===== src/agcl_pkg.sv =====
package agcl_pkg;

    // Default window length of the level detector.
    localparam int WINDOW_DEPTH_DEF = 32;

    // Q15 magnitude width and full-scale value.
    localparam int          Q15_W   = 15;
    localparam logic [14:0] Q15_ONE = 15'd32767;

    // Configuration port.
    localparam int CFG_IDX_W = 3;

    typedef enum logic [2:0] {
        REG_TARGET_LEVEL      = 3'd0,
        REG_MAX_GAIN          = 3'd1,
        REG_MIN_GAIN          = 3'd2,
        REG_ATTACK_COEFF      = 3'd3,
        REG_RELEASE_COEFF     = 3'd4,
        REG_LIMITER_ENABLE    = 3'd5,
        REG_LIMITER_THRESHOLD = 3'd6,
        REG_DETECTOR_MODE     = 3'd7
    } cfg_reg_t;

    // Register values after reset.
    localparam logic [14:0] RST_TARGET_LEVEL      = 15'd3276;
    localparam logic [14:0] RST_MAX_GAIN          = 15'd32767;
    localparam logic [14:0] RST_MIN_GAIN          = 15'd10362;
    localparam logic [14:0] RST_ATTACK_COEFF      = 15'd204;
    localparam logic [14:0] RST_RELEASE_COEFF     = 15'd20;
    localparam logic        RST_LIMITER_ENABLE    = 1'b1;
    localparam logic [14:0] RST_LIMITER_THRESHOLD = 15'd23200;
    localparam logic        RST_DETECTOR_MODE     = 1'b1;

    // Detector mode codes.
    localparam logic MODE_PEAK = 1'b0;
    localparam logic MODE_RMS  = 1'b1;

    // Every serial unit runs fifteen steps, one result bit per step.
    localparam logic [3:0] LAST_STEP = 4'd14;

    typedef enum logic [4:0] {
        S_IDLE,
        S_SQ_MUL,
        S_WIN_WR,
        S_SCAN,
        S_MEAN_DIV,
        S_ROOT,
        S_ENV_PREP,
        S_ENV_MUL,
        S_GAIN_SEL,
        S_GAIN_DIV,
        S_GAIN_PREP,
        S_GAIN_MUL,
        S_APPLY_MUL,
        S_LIM_SEL,
        S_LIM_DIV,
        S_LIM_MUL,
        S_FINISH
    } agcl_state_t;

endpackage


===== src/agcl_if.sv =====
interface agcl_in_if;
    logic               valid;
    logic               ready;
    logic signed [15:0] sample_in;

    modport source (output valid, output sample_in, input ready);
    modport sink   (input valid, input sample_in, output ready);
endinterface

interface agcl_out_if;
    logic               valid;
    logic               ready;
    logic signed [15:0] sample_out;
    logic        [14:0] applied_gain;
    logic               limited;

    modport source (output valid, output sample_out, output applied_gain, output limited,
                    input ready);
    modport sink   (input valid, input sample_out, input applied_gain, input limited,
                    output ready);
endinterface


===== src/automatic_gain_control_limiter.sv =====
// Each sample runs through the window scan and the fifteen-step serial multiply, divide
// and square-root units; peak mode skips the mean divide and square root, and the gain
// divide and the limiter are skipped when not needed. One sample is taken at a time: a
// new sample is accepted only after the last result has entered the output register.
// Reset (rst_n, asynchronous) restores the register defaults, clears the window valid bits
// so both windows read as zero, zeroes the envelope and sets the gain to unity.
module automatic_gain_control_limiter #(
    parameter int WINDOW_DEPTH = agcl_pkg::WINDOW_DEPTH_DEF
) (
    input  logic                             clk,
    input  logic                             rst_n,
    agcl_in_if.sink                          sample_ch,
    agcl_out_if.source                       result_ch,
    input  logic                             cfg_we,
    input  logic [agcl_pkg::CFG_IDX_W-1:0]   cfg_index,
    input  logic [agcl_pkg::Q15_W-1:0]       cfg_data
);
    import agcl_pkg::*;

    localparam int IDX_W = $clog2(WINDOW_DEPTH);
    localparam int CNT_W = $clog2(WINDOW_DEPTH + 1);
    localparam int SUM_W = Q15_W + IDX_W;

    localparam logic [CNT_W-1:0] SCAN_END  = CNT_W'(WINDOW_DEPTH);
    localparam logic [IDX_W-1:0] POS_LAST  = IDX_W'(WINDOW_DEPTH - 1);
    localparam logic [14:0]      DEPTH_DEN = 15'(WINDOW_DEPTH);

    // Configuration registers.
    logic [14:0] target_reg, maxg_reg, ming_reg, att_reg, rel_reg, thr_reg;
    logic        lim_en_reg, mode_reg;

    // Control and datapath registers.
    agcl_state_t      state_reg, state_next;
    logic [3:0]       cnt_reg;
    logic [15:0]      mag_s_reg;
    logic             neg_s_reg;
    logic [14:0]      entry_reg;
    logic [IDX_W-1:0] pk_pos_reg, sq_pos_reg;
    logic [CNT_W-1:0] scan_idx_reg;
    logic             pend_reg;
    logic [SUM_W-1:0] acc_reg;
    logic [14:0]      level_reg, env_reg, gain_reg, wanted_reg;
    logic             up_reg;
    logic [15:0]      y_reg;
    logic             lim_reg;

    // Serial multiplier, divider and square-root registers.
    logic [15:0] mc_reg;
    logic [31:0] prod_reg;
    logic [14:0] rem_reg, quo_reg, den_reg;
    logic [29:0] sx_reg, sres_reg, sbit_reg;

    // Window stores.
    logic [14:0]             pk_mem [WINDOW_DEPTH];
    logic [14:0]             sq_mem [WINDOW_DEPTH];
    logic [WINDOW_DEPTH-1:0] pk_vld_reg, sq_vld_reg;
    logic [14:0]             rd_data_reg;
    logic                    rd_vld_reg;

    // Output register.
    logic        out_valid_reg;
    logic [15:0] out_sample_reg;
    logic [14:0] out_gain_reg;
    logic        out_lim_reg;

    // Serial multiplier step: add the multiplicand under the low bit, shift right.
    logic [16:0] mul_sum;
    logic [31:0] mul_step;
    logic [30:0] prod_fin;
    logic [31:0] ceil_sum;
    logic [15:0] q_floor, q_ceil;
    always_comb
    begin
        mul_sum  = prod_reg[31:15] + (prod_reg[0] ? {1'b0, mc_reg} : 17'd0);
        mul_step = {1'b0, mul_sum, prod_reg[14:1]};
        prod_fin = mul_step[30:0];
        ceil_sum = {1'b0, prod_fin} + 32'd32767;
        q_floor  = prod_fin[30:15];
        q_ceil   = ceil_sum[30:15];
    end

    // Restoring divider step: one quotient bit per cycle.
    logic [15:0] div_try;
    logic        div_ge;
    logic [14:0] div_rem_n, div_quo_n;
    always_comb
    begin
        div_try   = {rem_reg, quo_reg[14]};
        div_ge    = div_try >= {1'b0, den_reg};
        div_rem_n = div_ge ? 15'(div_try - {1'b0, den_reg}) : div_try[14:0];
        div_quo_n = {quo_reg[13:0], div_ge};
    end

    // Square-root step: one result bit per cycle.
    logic [30:0] s_trial;
    logic        s_ge;
    logic [29:0] sx_n, sres_n;
    always_comb
    begin
        s_trial = {1'b0, sres_reg} + {1'b0, sbit_reg};
        s_ge    = {1'b0, sx_reg} >= s_trial;
        sx_n    = s_ge ? 30'({1'b0, sx_reg} - s_trial) : sx_reg;
        sres_n  = s_ge ? 30'({1'b0, sres_reg >> 1} + {1'b0, sbit_reg}) : (sres_reg >> 1);
    end

    // Derived values used by several states.
    logic [15:0] in_mag;
    logic [29:0] tgt_num, thr_num;
    logic        gain_sat;
    logic [15:0] y_neg16;
    logic [14:0] y_mag;
    logic [14:0] wanted_clamp;
    logic [14:0] scan_val;
    logic        unit_last, scan_done, lim_hit;
    always_comb
    begin
        in_mag    = sample_ch.sample_in[15] ? 16'(~sample_ch.sample_in + 16'd1)
                                            : sample_ch.sample_in;
        tgt_num   = {target_reg, 15'd0} - {15'd0, target_reg};
        thr_num   = {thr_reg, 15'd0} - {15'd0, thr_reg};
        gain_sat  = tgt_num >= {env_reg, 15'd0};
        y_neg16   = 16'(~y_reg + 16'd1);
        y_mag     = y_reg[15] ? y_neg16[14:0] : y_reg[14:0];
        wanted_clamp = (wanted_reg > maxg_reg) ? maxg_reg : wanted_reg;
        if (wanted_clamp < ming_reg)
        begin
            wanted_clamp = ming_reg;
        end
        scan_val  = rd_vld_reg ? rd_data_reg : 15'd0;
        unit_last = cnt_reg == LAST_STEP;
        scan_done = (scan_idx_reg == SCAN_END) && !pend_reg;
        lim_hit   = lim_en_reg && (y_mag > thr_reg);
    end

    // Next state.
    always_comb
    begin
        state_next = state_reg;
        unique case (state_reg)
            S_IDLE:      if (sample_ch.valid) state_next = (mode_reg == MODE_RMS) ? S_SQ_MUL
                                                                               : S_WIN_WR;
            S_SQ_MUL:    if (unit_last) state_next = S_WIN_WR;
            S_WIN_WR:    state_next = S_SCAN;
            S_SCAN:      if (scan_done) state_next = (mode_reg == MODE_RMS) ? S_MEAN_DIV
                                                                           : S_ENV_PREP;
            S_MEAN_DIV:  if (unit_last) state_next = S_ROOT;
            S_ROOT:      if (unit_last) state_next = S_ENV_PREP;
            S_ENV_PREP:  state_next = S_ENV_MUL;
            S_ENV_MUL:   if (unit_last) state_next = S_GAIN_SEL;
            S_GAIN_SEL:  state_next = ((env_reg == 15'd0) || gain_sat) ? S_GAIN_PREP
                                                                        : S_GAIN_DIV;
            S_GAIN_DIV:  if (unit_last) state_next = S_GAIN_PREP;
            S_GAIN_PREP: state_next = S_GAIN_MUL;
            S_GAIN_MUL:  if (unit_last) state_next = S_APPLY_MUL;
            S_APPLY_MUL: if (unit_last) state_next = S_LIM_SEL;
            S_LIM_SEL:   state_next = lim_hit ? S_LIM_DIV : S_FINISH;
            S_LIM_DIV:   if (unit_last) state_next = S_LIM_MUL;
            S_LIM_MUL:   if (unit_last) state_next = S_FINISH;
            S_FINISH:    if (!out_valid_reg || result_ch.ready) state_next = S_IDLE;
            default:     state_next = S_IDLE;
        endcase
    end

    // State register.
    always_ff @(posedge clk or negedge rst_n)
    begin
        if (!rst_n)
        begin
            state_reg <= S_IDLE;
        end
        else
        begin
            state_reg <= state_next;
        end
    end

    // Configuration registers; writes beyond a register's width drop the upper bits.
    always_ff @(posedge clk or negedge rst_n)
    begin
        if (!rst_n)
        begin
            target_reg <= RST_TARGET_LEVEL;
            maxg_reg   <= RST_MAX_GAIN;
            ming_reg   <= RST_MIN_GAIN;
            att_reg    <= RST_ATTACK_COEFF;
            rel_reg    <= RST_RELEASE_COEFF;
            lim_en_reg <= RST_LIMITER_ENABLE;
            thr_reg    <= RST_LIMITER_THRESHOLD;
            mode_reg   <= RST_DETECTOR_MODE;
        end
        else if (cfg_we)
        begin
            unique case (cfg_reg_t'(cfg_index))
                REG_TARGET_LEVEL:      target_reg <= cfg_data;
                REG_MAX_GAIN:          maxg_reg   <= cfg_data;
                REG_MIN_GAIN:          ming_reg   <= cfg_data;
                REG_ATTACK_COEFF:      att_reg    <= cfg_data;
                REG_RELEASE_COEFF:     rel_reg    <= cfg_data;
                REG_LIMITER_ENABLE:    lim_en_reg <= cfg_data[0];
                REG_LIMITER_THRESHOLD: thr_reg    <= cfg_data;
                REG_DETECTOR_MODE:     mode_reg   <= cfg_data[0];
                default:               ;
            endcase
        end
    end

    // Window stores: written once per sample, read one entry per cycle during the scan.
    always_ff @(posedge clk)
    begin
        if (state_reg == S_WIN_WR)
        begin
            if (mode_reg == MODE_RMS)
            begin
                sq_mem[sq_pos_reg] <= entry_reg;
            end
            else
            begin
                pk_mem[pk_pos_reg] <= entry_reg;
            end
        end
        if (state_reg == S_SCAN && scan_idx_reg != SCAN_END)
        begin
            rd_data_reg <= (mode_reg == MODE_RMS) ? sq_mem[scan_idx_reg[IDX_W-1:0]]
                                                  : pk_mem[scan_idx_reg[IDX_W-1:0]];
        end
    end

    // Window valid bits and write positions; an entry not yet written reads as zero.
    always_ff @(posedge clk or negedge rst_n)
    begin
        if (!rst_n)
        begin
            pk_vld_reg <= '0;
            sq_vld_reg <= '0;
            pk_pos_reg <= '0;
            sq_pos_reg <= '0;
            rd_vld_reg <= 1'b0;
        end
        else
        begin
            if (state_reg == S_WIN_WR)
            begin
                if (mode_reg == MODE_RMS)
                begin
                    sq_vld_reg[sq_pos_reg] <= 1'b1;
                    sq_pos_reg <= (sq_pos_reg == POS_LAST) ? '0 : sq_pos_reg + 1'b1;
                end
                else
                begin
                    pk_vld_reg[pk_pos_reg] <= 1'b1;
                    pk_pos_reg <= (pk_pos_reg == POS_LAST) ? '0 : pk_pos_reg + 1'b1;
                end
            end
            if (state_reg == S_SCAN && scan_idx_reg != SCAN_END)
            begin
                rd_vld_reg <= (mode_reg == MODE_RMS) ? sq_vld_reg[scan_idx_reg[IDX_W-1:0]]
                                                     : pk_vld_reg[scan_idx_reg[IDX_W-1:0]];
            end
        end
    end

    // Step counter of the serial units.
    always_ff @(posedge clk or negedge rst_n)
    begin
        if (!rst_n)
        begin
            cnt_reg <= '0;
        end
        else if (state_reg == S_SQ_MUL || state_reg == S_MEAN_DIV || state_reg == S_ROOT ||
                 state_reg == S_ENV_MUL || state_reg == S_GAIN_DIV ||
                 state_reg == S_GAIN_MUL || state_reg == S_APPLY_MUL ||
                 state_reg == S_LIM_DIV || state_reg == S_LIM_MUL)
        begin
            cnt_reg <= unit_last ? 4'd0 : cnt_reg + 4'd1;
        end
        else
        begin
            cnt_reg <= '0;
        end
    end

    // Envelope, gain and scan bookkeeping.
    always_ff @(posedge clk or negedge rst_n)
    begin
        if (!rst_n)
        begin
            env_reg      <= '0;
            gain_reg     <= Q15_ONE;
            scan_idx_reg <= '0;
            pend_reg     <= 1'b0;
        end
        else
        begin
            unique case (state_reg)
                S_WIN_WR:
                begin
                    scan_idx_reg <= '0;
                    pend_reg     <= 1'b0;
                end
                S_SCAN:
                begin
                    pend_reg <= scan_idx_reg != SCAN_END;
                    if (scan_idx_reg != SCAN_END)
                    begin
                        scan_idx_reg <= scan_idx_reg + 1'b1;
                    end
                end
                S_ENV_MUL:
                begin
                    if (unit_last)
                    begin
                        env_reg <= up_reg ? env_reg + prod_fin[29:15]
                                          : env_reg - prod_fin[29:15];
                    end
                end
                S_GAIN_MUL:
                begin
                    if (unit_last)
                    begin
                        gain_reg <= up_reg ? gain_reg + prod_fin[29:15]
                                           : gain_reg - prod_fin[29:15];
                    end
                end
                default: ;
            endcase
        end
    end

    // Datapath of the serial units and the per-sample values.
    logic [14:0] gain_new;
    logic [15:0] sgn_q, y_val;
    logic        y_neg;
    always_comb
    begin
        gain_new = up_reg ? gain_reg + prod_fin[29:15] : gain_reg - prod_fin[29:15];
        y_neg    = (state_reg == S_LIM_MUL) ? y_reg[15] : neg_s_reg;
        sgn_q    = y_neg ? q_ceil : q_floor;
        y_val    = y_neg ? 16'(~sgn_q + 16'd1) : sgn_q;
    end

    always_ff @(posedge clk)
    begin
        case (state_reg)
            S_IDLE:
            begin
                mag_s_reg <= in_mag;
                neg_s_reg <= sample_ch.sample_in[15];
                entry_reg <= in_mag[15] ? Q15_ONE : in_mag[14:0];
                mc_reg    <= in_mag;
                prod_reg  <= {17'd0, (in_mag[15] ? Q15_ONE : in_mag[14:0])};
            end
            S_SQ_MUL:
            begin
                prod_reg <= mul_step;
                if (unit_last)
                begin
                    entry_reg <= q_floor[15] ? Q15_ONE : q_floor[14:0];
                end
            end
            S_WIN_WR:
            begin
                acc_reg <= '0;
            end
            S_SCAN:
            begin
                if (pend_reg)
                begin
                    if (mode_reg == MODE_RMS)
                    begin
                        acc_reg <= acc_reg + SUM_W'(scan_val);
                    end
                    else if (SUM_W'(scan_val) > acc_reg)
                    begin
                        acc_reg <= SUM_W'(scan_val);
                    end
                end
                if (scan_done)
                begin
                    level_reg <= acc_reg[14:0];
                    rem_reg   <= 15'(30'(acc_reg) >> 15);
                    quo_reg   <= acc_reg[14:0];
                    den_reg   <= DEPTH_DEN;
                end
            end
            S_MEAN_DIV:
            begin
                rem_reg <= div_rem_n;
                quo_reg <= div_quo_n;
                if (unit_last)
                begin
                    sx_reg   <= {div_quo_n, 15'd0};
                    sres_reg <= '0;
                    sbit_reg <= 30'h1000_0000;
                end
            end
            S_ROOT:
            begin
                sx_reg   <= sx_n;
                sres_reg <= sres_n;
                sbit_reg <= sbit_reg >> 2;
                if (unit_last)
                begin
                    level_reg <= sres_n[14:0];
                end
            end
            S_ENV_PREP:
            begin
                up_reg   <= level_reg > env_reg;
                mc_reg   <= {1'b0, (level_reg > env_reg) ? level_reg - env_reg
                                                         : env_reg - level_reg};
                prod_reg <= {17'd0, (level_reg > env_reg) ? att_reg : rel_reg};
            end
            S_ENV_MUL:
            begin
                prod_reg <= mul_step;
            end
            S_GAIN_SEL:
            begin
                wanted_reg <= (env_reg == 15'd0) ? maxg_reg : Q15_ONE;
                rem_reg    <= tgt_num[29:15];
                quo_reg    <= tgt_num[14:0];
                den_reg    <= env_reg;
            end
            S_GAIN_DIV:
            begin
                rem_reg <= div_rem_n;
                quo_reg <= div_quo_n;
                if (unit_last)
                begin
                    wanted_reg <= div_quo_n;
                end
            end
            S_GAIN_PREP:
            begin
                up_reg   <= wanted_clamp > gain_reg;
                mc_reg   <= {1'b0, (wanted_clamp > gain_reg) ? wanted_clamp - gain_reg
                                                             : gain_reg - wanted_clamp};
                prod_reg <= {17'd0, (wanted_clamp > gain_reg) ? att_reg : rel_reg};
            end
            S_GAIN_MUL:
            begin
                prod_reg <= mul_step;
                if (unit_last)
                begin
                    mc_reg   <= mag_s_reg;
                    prod_reg <= {17'd0, gain_new};
                end
            end
            S_APPLY_MUL:
            begin
                prod_reg <= mul_step;
                if (unit_last)
                begin
                    y_reg   <= y_val;
                    lim_reg <= 1'b0;
                end
            end
            S_LIM_SEL:
            begin
                rem_reg <= thr_num[29:15];
                quo_reg <= thr_num[14:0];
                den_reg <= y_mag;
            end
            S_LIM_DIV:
            begin
                rem_reg <= div_rem_n;
                quo_reg <= div_quo_n;
                if (unit_last)
                begin
                    mc_reg   <= {1'b0, y_mag};
                    prod_reg <= {17'd0, div_quo_n};
                end
            end
            S_LIM_MUL:
            begin
                prod_reg <= mul_step;
                if (unit_last)
                begin
                    y_reg   <= y_val;
                    lim_reg <= 1'b1;
                end
            end
            default: ;
        endcase
    end

    // Output register: loaded when the result slot is free or being emptied.
    always_ff @(posedge clk or negedge rst_n)
    begin
        if (!rst_n)
        begin
            out_valid_reg <= 1'b0;
        end
        else if (state_reg == S_FINISH && (!out_valid_reg || result_ch.ready))
        begin
            out_valid_reg <= 1'b1;
        end
        else if (result_ch.ready)
        begin
            out_valid_reg <= 1'b0;
        end
    end

    always_ff @(posedge clk)
    begin
        if (state_reg == S_FINISH && (!out_valid_reg || result_ch.ready))
        begin
            out_sample_reg <= y_reg;
            out_gain_reg   <= gain_reg;
            out_lim_reg    <= lim_reg;
        end
    end

    assign sample_ch.ready        = state_reg == S_IDLE;
    assign result_ch.valid        = out_valid_reg;
    assign result_ch.sample_out   = out_sample_reg;
    assign result_ch.applied_gain = out_gain_reg;
    assign result_ch.limited      = out_lim_reg;

    // The block stays busy for the sample it has just taken.
    a_busy_after_accept: assert property (@(posedge clk) disable iff (!rst_n)
        (sample_ch.valid && sample_ch.ready) |=> !sample_ch.ready)
        else $error("input taken again while a sample is in work");

    // The divider remainder always stays below the divisor.
    a_div_rem: assert property (@(posedge clk) disable iff (!rst_n)
        (state_reg == S_MEAN_DIV || state_reg == S_GAIN_DIV || state_reg == S_LIM_DIV)
        |-> (rem_reg < den_reg))
        else $error("divider remainder not below divisor");

    // The scan never runs past the end of the window.
    a_scan_bound: assert property (@(posedge clk) disable iff (!rst_n)
        (state_reg == S_SCAN) |-> (scan_idx_reg <= SCAN_END))
        else $error("window scan index out of range");

    // A finished result never overwrites one that is still waiting.
    a_no_overwrite: assert property (@(posedge clk) disable iff (!rst_n)
        (out_valid_reg && !result_ch.ready && state_reg == S_FINISH)
        |=> (state_reg == S_FINISH))
        else $error("result dropped while output stalled");

endmodule


===== src/flat_wrapper.sv =====
// flat-port wrapper written by rule: the top's interface ports become plain ports
module automatic_gain_control_limiter_flat import agcl_pkg::*;
#(
    parameter int WINDOW_DEPTH = agcl_pkg::WINDOW_DEPTH_DEF
)
  (clk, rst_n, cfg_we, cfg_index, cfg_data, sample_ch_valid, sample_ch_sample_in, sample_ch_ready, result_ch_valid, result_ch_sample_out, result_ch_applied_gain, result_ch_limited, result_ch_ready);
  agcl_in_if sample_ch_i ();
  agcl_out_if result_ch_i ();
  input  logic clk;
  input  logic rst_n;
  input  logic cfg_we;
  input  logic [agcl_pkg::CFG_IDX_W-1:0] cfg_index;
  input  logic [agcl_pkg::Q15_W-1:0] cfg_data;
  input wire logic [$bits(sample_ch_i.valid)-1:0] sample_ch_valid;
  input wire logic [$bits(sample_ch_i.sample_in)-1:0] sample_ch_sample_in;
  output wire logic [$bits(sample_ch_i.ready)-1:0] sample_ch_ready;
  output wire logic [$bits(result_ch_i.valid)-1:0] result_ch_valid;
  output wire logic [$bits(result_ch_i.sample_out)-1:0] result_ch_sample_out;
  output wire logic [$bits(result_ch_i.applied_gain)-1:0] result_ch_applied_gain;
  output wire logic [$bits(result_ch_i.limited)-1:0] result_ch_limited;
  input wire logic [$bits(result_ch_i.ready)-1:0] result_ch_ready;
  assign sample_ch_i.valid = sample_ch_valid;
  assign sample_ch_i.sample_in = sample_ch_sample_in;
  assign sample_ch_ready = sample_ch_i.ready;
  assign result_ch_valid = result_ch_i.valid;
  assign result_ch_sample_out = result_ch_i.sample_out;
  assign result_ch_applied_gain = result_ch_i.applied_gain;
  assign result_ch_limited = result_ch_i.limited;
  assign result_ch_i.ready = result_ch_ready;
  automatic_gain_control_limiter #(.WINDOW_DEPTH(WINDOW_DEPTH)) u_core (.clk(clk), .rst_n(rst_n), .sample_ch(sample_ch_i), .result_ch(result_ch_i), .cfg_we(cfg_we), .cfg_index(cfg_index), .cfg_data(cfg_data));
endmodule

===== config.mk =====
export PLATFORM = sky130hd
export DESIGN_NAME = automatic_gain_control_limiter_flat
export DESIGN_NICKNAME = d
export VERILOG_FILES = /design/src/agcl_pkg.sv /design/src/agcl_if.sv /design/src/automatic_gain_control_limiter.sv /design/src/flat_wrapper.sv
export SDC_FILE = /design/constraint.sdc
export NUM_CORES = 2
export LEC_CHECK = 0
export ABC_AREA = 1
export BUFFER_PORTS_ARGS = -buffer_cell sky130_fd_sc_hd__buf_4
export CORE_AREA = 2 2 391 393
export CTS_CLUSTER_SIZE = 40
export DETAILED_ROUTE_END_ITERATION = 6
export DIE_AREA = 0 0 393 395
export GPL_TIMING_DRIVEN = 0
export PLACE_DENSITY = 0.68
export SETUP_SLACK_MARGIN = 0.2
export SYNTH_ARGS = -nofsm -noshare
export SYNTH_HDL_FRONTEND = slang
export SYNTH_SLANG_ARGS = --single-unit
export TNS_END_PERCENT = 50

===== constraint.sdc =====
create_clock -name clk -period 5.65 [get_ports clk]
set_input_delay 1.13 -clock clk [delete_from_list [all_inputs] [get_ports clk]]
set_output_delay 1.13 -clock clk [all_outputs]
set_load 0.01 [all_outputs]

==> metrics.txt <==
number of placement rows=143; count of synthesis-stage warnings from yosys=0; routed wire length=283700 µm; critical path launch point type=flip-flop; via count of the first global-routing pass=58736; clock buffer count from CTS=158; final clock period utilization by the worst path=1.035; most numerous cell types in the synthesized netlist=sky130_fd_sc_hd__edfxtp_1 (1274), sky130_fd_sc_hd__nand2_1 (1234), sky130_fd_sc_hd__o21ai_0 (1015); global-route wire length before repair=403100 µm; clk slew on worst S/H paths=60 ps; cell with the biggest individual delay on the critical path=sky130_fd_sc_hd__dfstp_2; worst endpoint data arrival time=6390 ps; sequential share of the synthesized area=0.5832; Post-Syn Area per Cell=9.846 µm²; Post-Synthesis Cells=7607; die outline height=395 µm; cell area power density=560.1 nW/µm²; Worst IR Drop VDD=346.5 µV; final-report setup violation count=18; source-to-sink clock delay at the later pin of the worst-skew pair=860 ps; die extent in x=393 µm; final worst-path setup slack=-199.8 ps; Yosys cell types=70; Area growth syn-to-layout=17.86%; Vias=62289; via count normalized by instance count=6.112; max-slew violation count=0; largest registers=u_core.pk_mem (480), u_core.sq_mem (480); flop-to-flop setup slack=-200 ps; ratio of cells with drive above 1 in the final layout=0.1225; fraction of synthesized cell area taken by the top area cell type=0.5108; All-Layer GR Usage=0.3602; final worst path period need=5850 ps; Max-Slew Margin vs Limit=0.03290; Setup WS pre-CTS=-2221 ps; pin count of the biggest net entering global routing=116; share of synthesized registers carrying an async set or reset=0.1438; endpoint class of the critical path=flip-flop; initial core utilization=0.4954; antenna violations before repair=14; total I/O pin count=73; highest clock rate=170.9 MHz; global route overflow=0; delay of the slowest critical-path stage=560 ps; Required @ worst endpoint=6190 ps; r2r startpoint=u_core.maxg_reg[2]; worst-path maximum fanout=5; hold buffers post-CTS=0; synthesized flop and latch total=1488; EDFF count, synth=1274; Final nets=8366; Core Footprint=151200 µm²; main area contributors after synthesis=sky130_fd_sc_hd__edfxtp_1 (51%), sky130_fd_sc_hd__o21ai_0 (6.8%), sky130_fd_sc_hd__nand2_1 (6.2%), sky130_fd_sc_hd__dfrtp_1 (5.2%), sky130_fd_sc_hd__ha_1 (5.0%); classification of the worst-slack hold path=primary input to async pin; most frequently used cell type in the post-synthesis netlist=sky130_fd_sc_hd__edfxtp_1; residual DRC count=0; number of optimization iterations in the first detailed-route pass=6; count of nets left with antenna violations after detail routing=0; final hold violation count=0; worst-case reg-to-reg path depth=39; end of the worst register-to-register path=u_core.mc_reg[13]; status=complete, but fails checks; violation count after the first detailed-routing iteration=8163; setup repair after global routing missed its margin=yes; maximum buffer depth of the clock tree=3; number of sinks driven by the clock tree=1488; aggregate negative setup slack=-1639 ps; hpwl dp=209000 µm; leakage dissipation=33.90 nW; Net Count, Synth=7953; type of the worst setup path=flip-flop to flip-flop; count of buffers inserted at the top-level ports=72; cell area after synthesis=74900 µm²; Fill cells=12660; transition at the pin with the smallest max-transition slack=1435 ps; full die area=155200 µm²; routability congestion estimate from global placement=1.026; routed len/inst=27.84 µm; clock root buffer master=sky130_fd_sc_hd__clkbuf_16; CTS H-tree lvls=4; most used flip-flop cell after synthesis=sky130_fd_sc_hd__edfxtp_1; critical path's most frequent cell=sky130_fd_sc_hd__buf_6; worst-case clock skew=77.01 ps; CTS tree=built; post-synth top area cell=sky130_fd_sc_hd__edfxtp_1; number of max-capacitance violations reported=0; failing checks=setup timing
[layout by cell type (no fill, tap or decap), drive strengths merged, types with 15 or more instances in the layout]
master / synthesis / layout
dfstp: 57 / 57
a22oi: 15 / 15
nand3: 262 / 262
bufinv: 0 / 20
or2: 71 / 71
nand4: 93 / 93
o21bai: 15 / 15
o211ai: 34 / 34
a21o: 18 / 18
clkinv: 6 / 58
a221oi: 27 / 27
a211oi: 31 / 31
o2111ai: 20 / 20
xnor2: 45 / 45
inv: 705 / 710
edfxtp: 1274 / 1274
nor3: 68 / 68
dfrtp: 157 / 157
a21oi: 329 / 329
a31oi: 38 / 38
ha: 297 / 297
a22o: 15 / 15
buf: 25 / 283
nor4: 19 / 19
clkbuf: 296 / 498
o21ai: 1028 / 1028
nor2: 938 / 938
nand2: 1245 / 1245
xor2: 126 / 126
o22ai: 263 / 263
[cell type report]
| class | count | area [µm²] | share of cell area |
|---|---|---|---|
| clock inverters | 88 | 1290 | 0.01461 |
| inverters | 711 | 2684 | 0.03040 |
| multi-input cells | 5087 | 28950 | 0.3279 |
| well taps | 2030 | 2540 | 0.02877 |
| clock buffers | 207 | 4269 | 0.04836 |
| repair buffers | 253 | 3421 | 0.03875 |
| plain buffers | 321 | 1424 | 0.01613 |
| diodes | 7 | 17.52 | 0.0001984 |
| flip-flops and latches | 1488 | 43680 | 0.4949 |
[metal layers]
metal | routed length, µm | track usage | vias up
met5 | 91 | 0 | -
li1 | - | - | 27530
met4 | 23240 | 0.2479 | 12
met2 | 126700 | 0.5527 | 3758
met3 | 29940 | 0.08221 | 922
met1 | 103700 | 0.4532 | 30067
[critical path: cells and delay by family, from the launching register on]
family / cells / cell delay (ps)
AOI/OAI and AO/OA: 11 / 1710
and+or+nand+nor: 15 / 1490
buffers and inverters: 11 / 1230
DFF: 1 / 560
adders and majority gates: 2 / 530
[worst max path at each step]
stage                         from                  to  slack (ps)  cells past startpoint
3_3_place_gp    u_core.maxg_reg[2]    u_core.mc_reg[9]       -2190                     34
6_report        u_core.maxg_reg[2]   u_core.mc_reg[13]        -200                     39
3_5_place_dp   u_core.maxg_reg[14]    u_core.mc_reg[9]       -2220                     33
5_1_grt         u_core.maxg_reg[2]   u_core.mc_reg[14]        -390                     41
4_1_cts        u_core.maxg_reg[14]   u_core.mc_reg[14]        -130                     33
2_1_floorplan   u_core.maxg_reg[2]  u_core.prod_reg[6]         -40                     36
[through the flow]
step           power [mW]  std cells  cell area, µm²    util  hold slack [ps]
4_1_cts             47.75      10157           87520  0.5788            364.8
5_1_grt             51.35      10186           88260  0.5838            372.3
2_1_floorplan       26.59       7607           74900       -            400.3
3_5_place_dp        35.20       9806           80490  0.5324            446.9
3_3_place_gp        34.19       9709           77980  0.5158            439.8
6_report            49.44      10192           88270  0.5839            342.2
[repair_timing]
item / in CTS / in global routing
endpoints found under the setup margin: 109 / 104
pin swaps: 72 / 67
gates resized for setup: 283 / 122
cloned: 5 / 0
buffers inserted: 51 / 28
[power breakdown]
group | switching, mW | total, mW | internal (mW) | leakage [nW]
combinational | 16.1 | 23.2 | 7.13 | 17.0
clock | 4.75 | 11.1 | 6.35 | 2.67
sequential | 0.969 | 15.1 | 14.2 | 14.2
[cell families after synthesis]
logic type	after synthesis	synth area share
and+or+nand+nor	2717	0.1508
muxes	3	0.0004009
adders and majority gates	307	0.05229
xor gates and xnor gates	171	0.02040
buffers and inverters	1032	0.05217
DFF	1488	0.5832
AOI/OAI and AO/OA	1889	0.1407
Note: power is estimated with default switching activity, not from simulation.
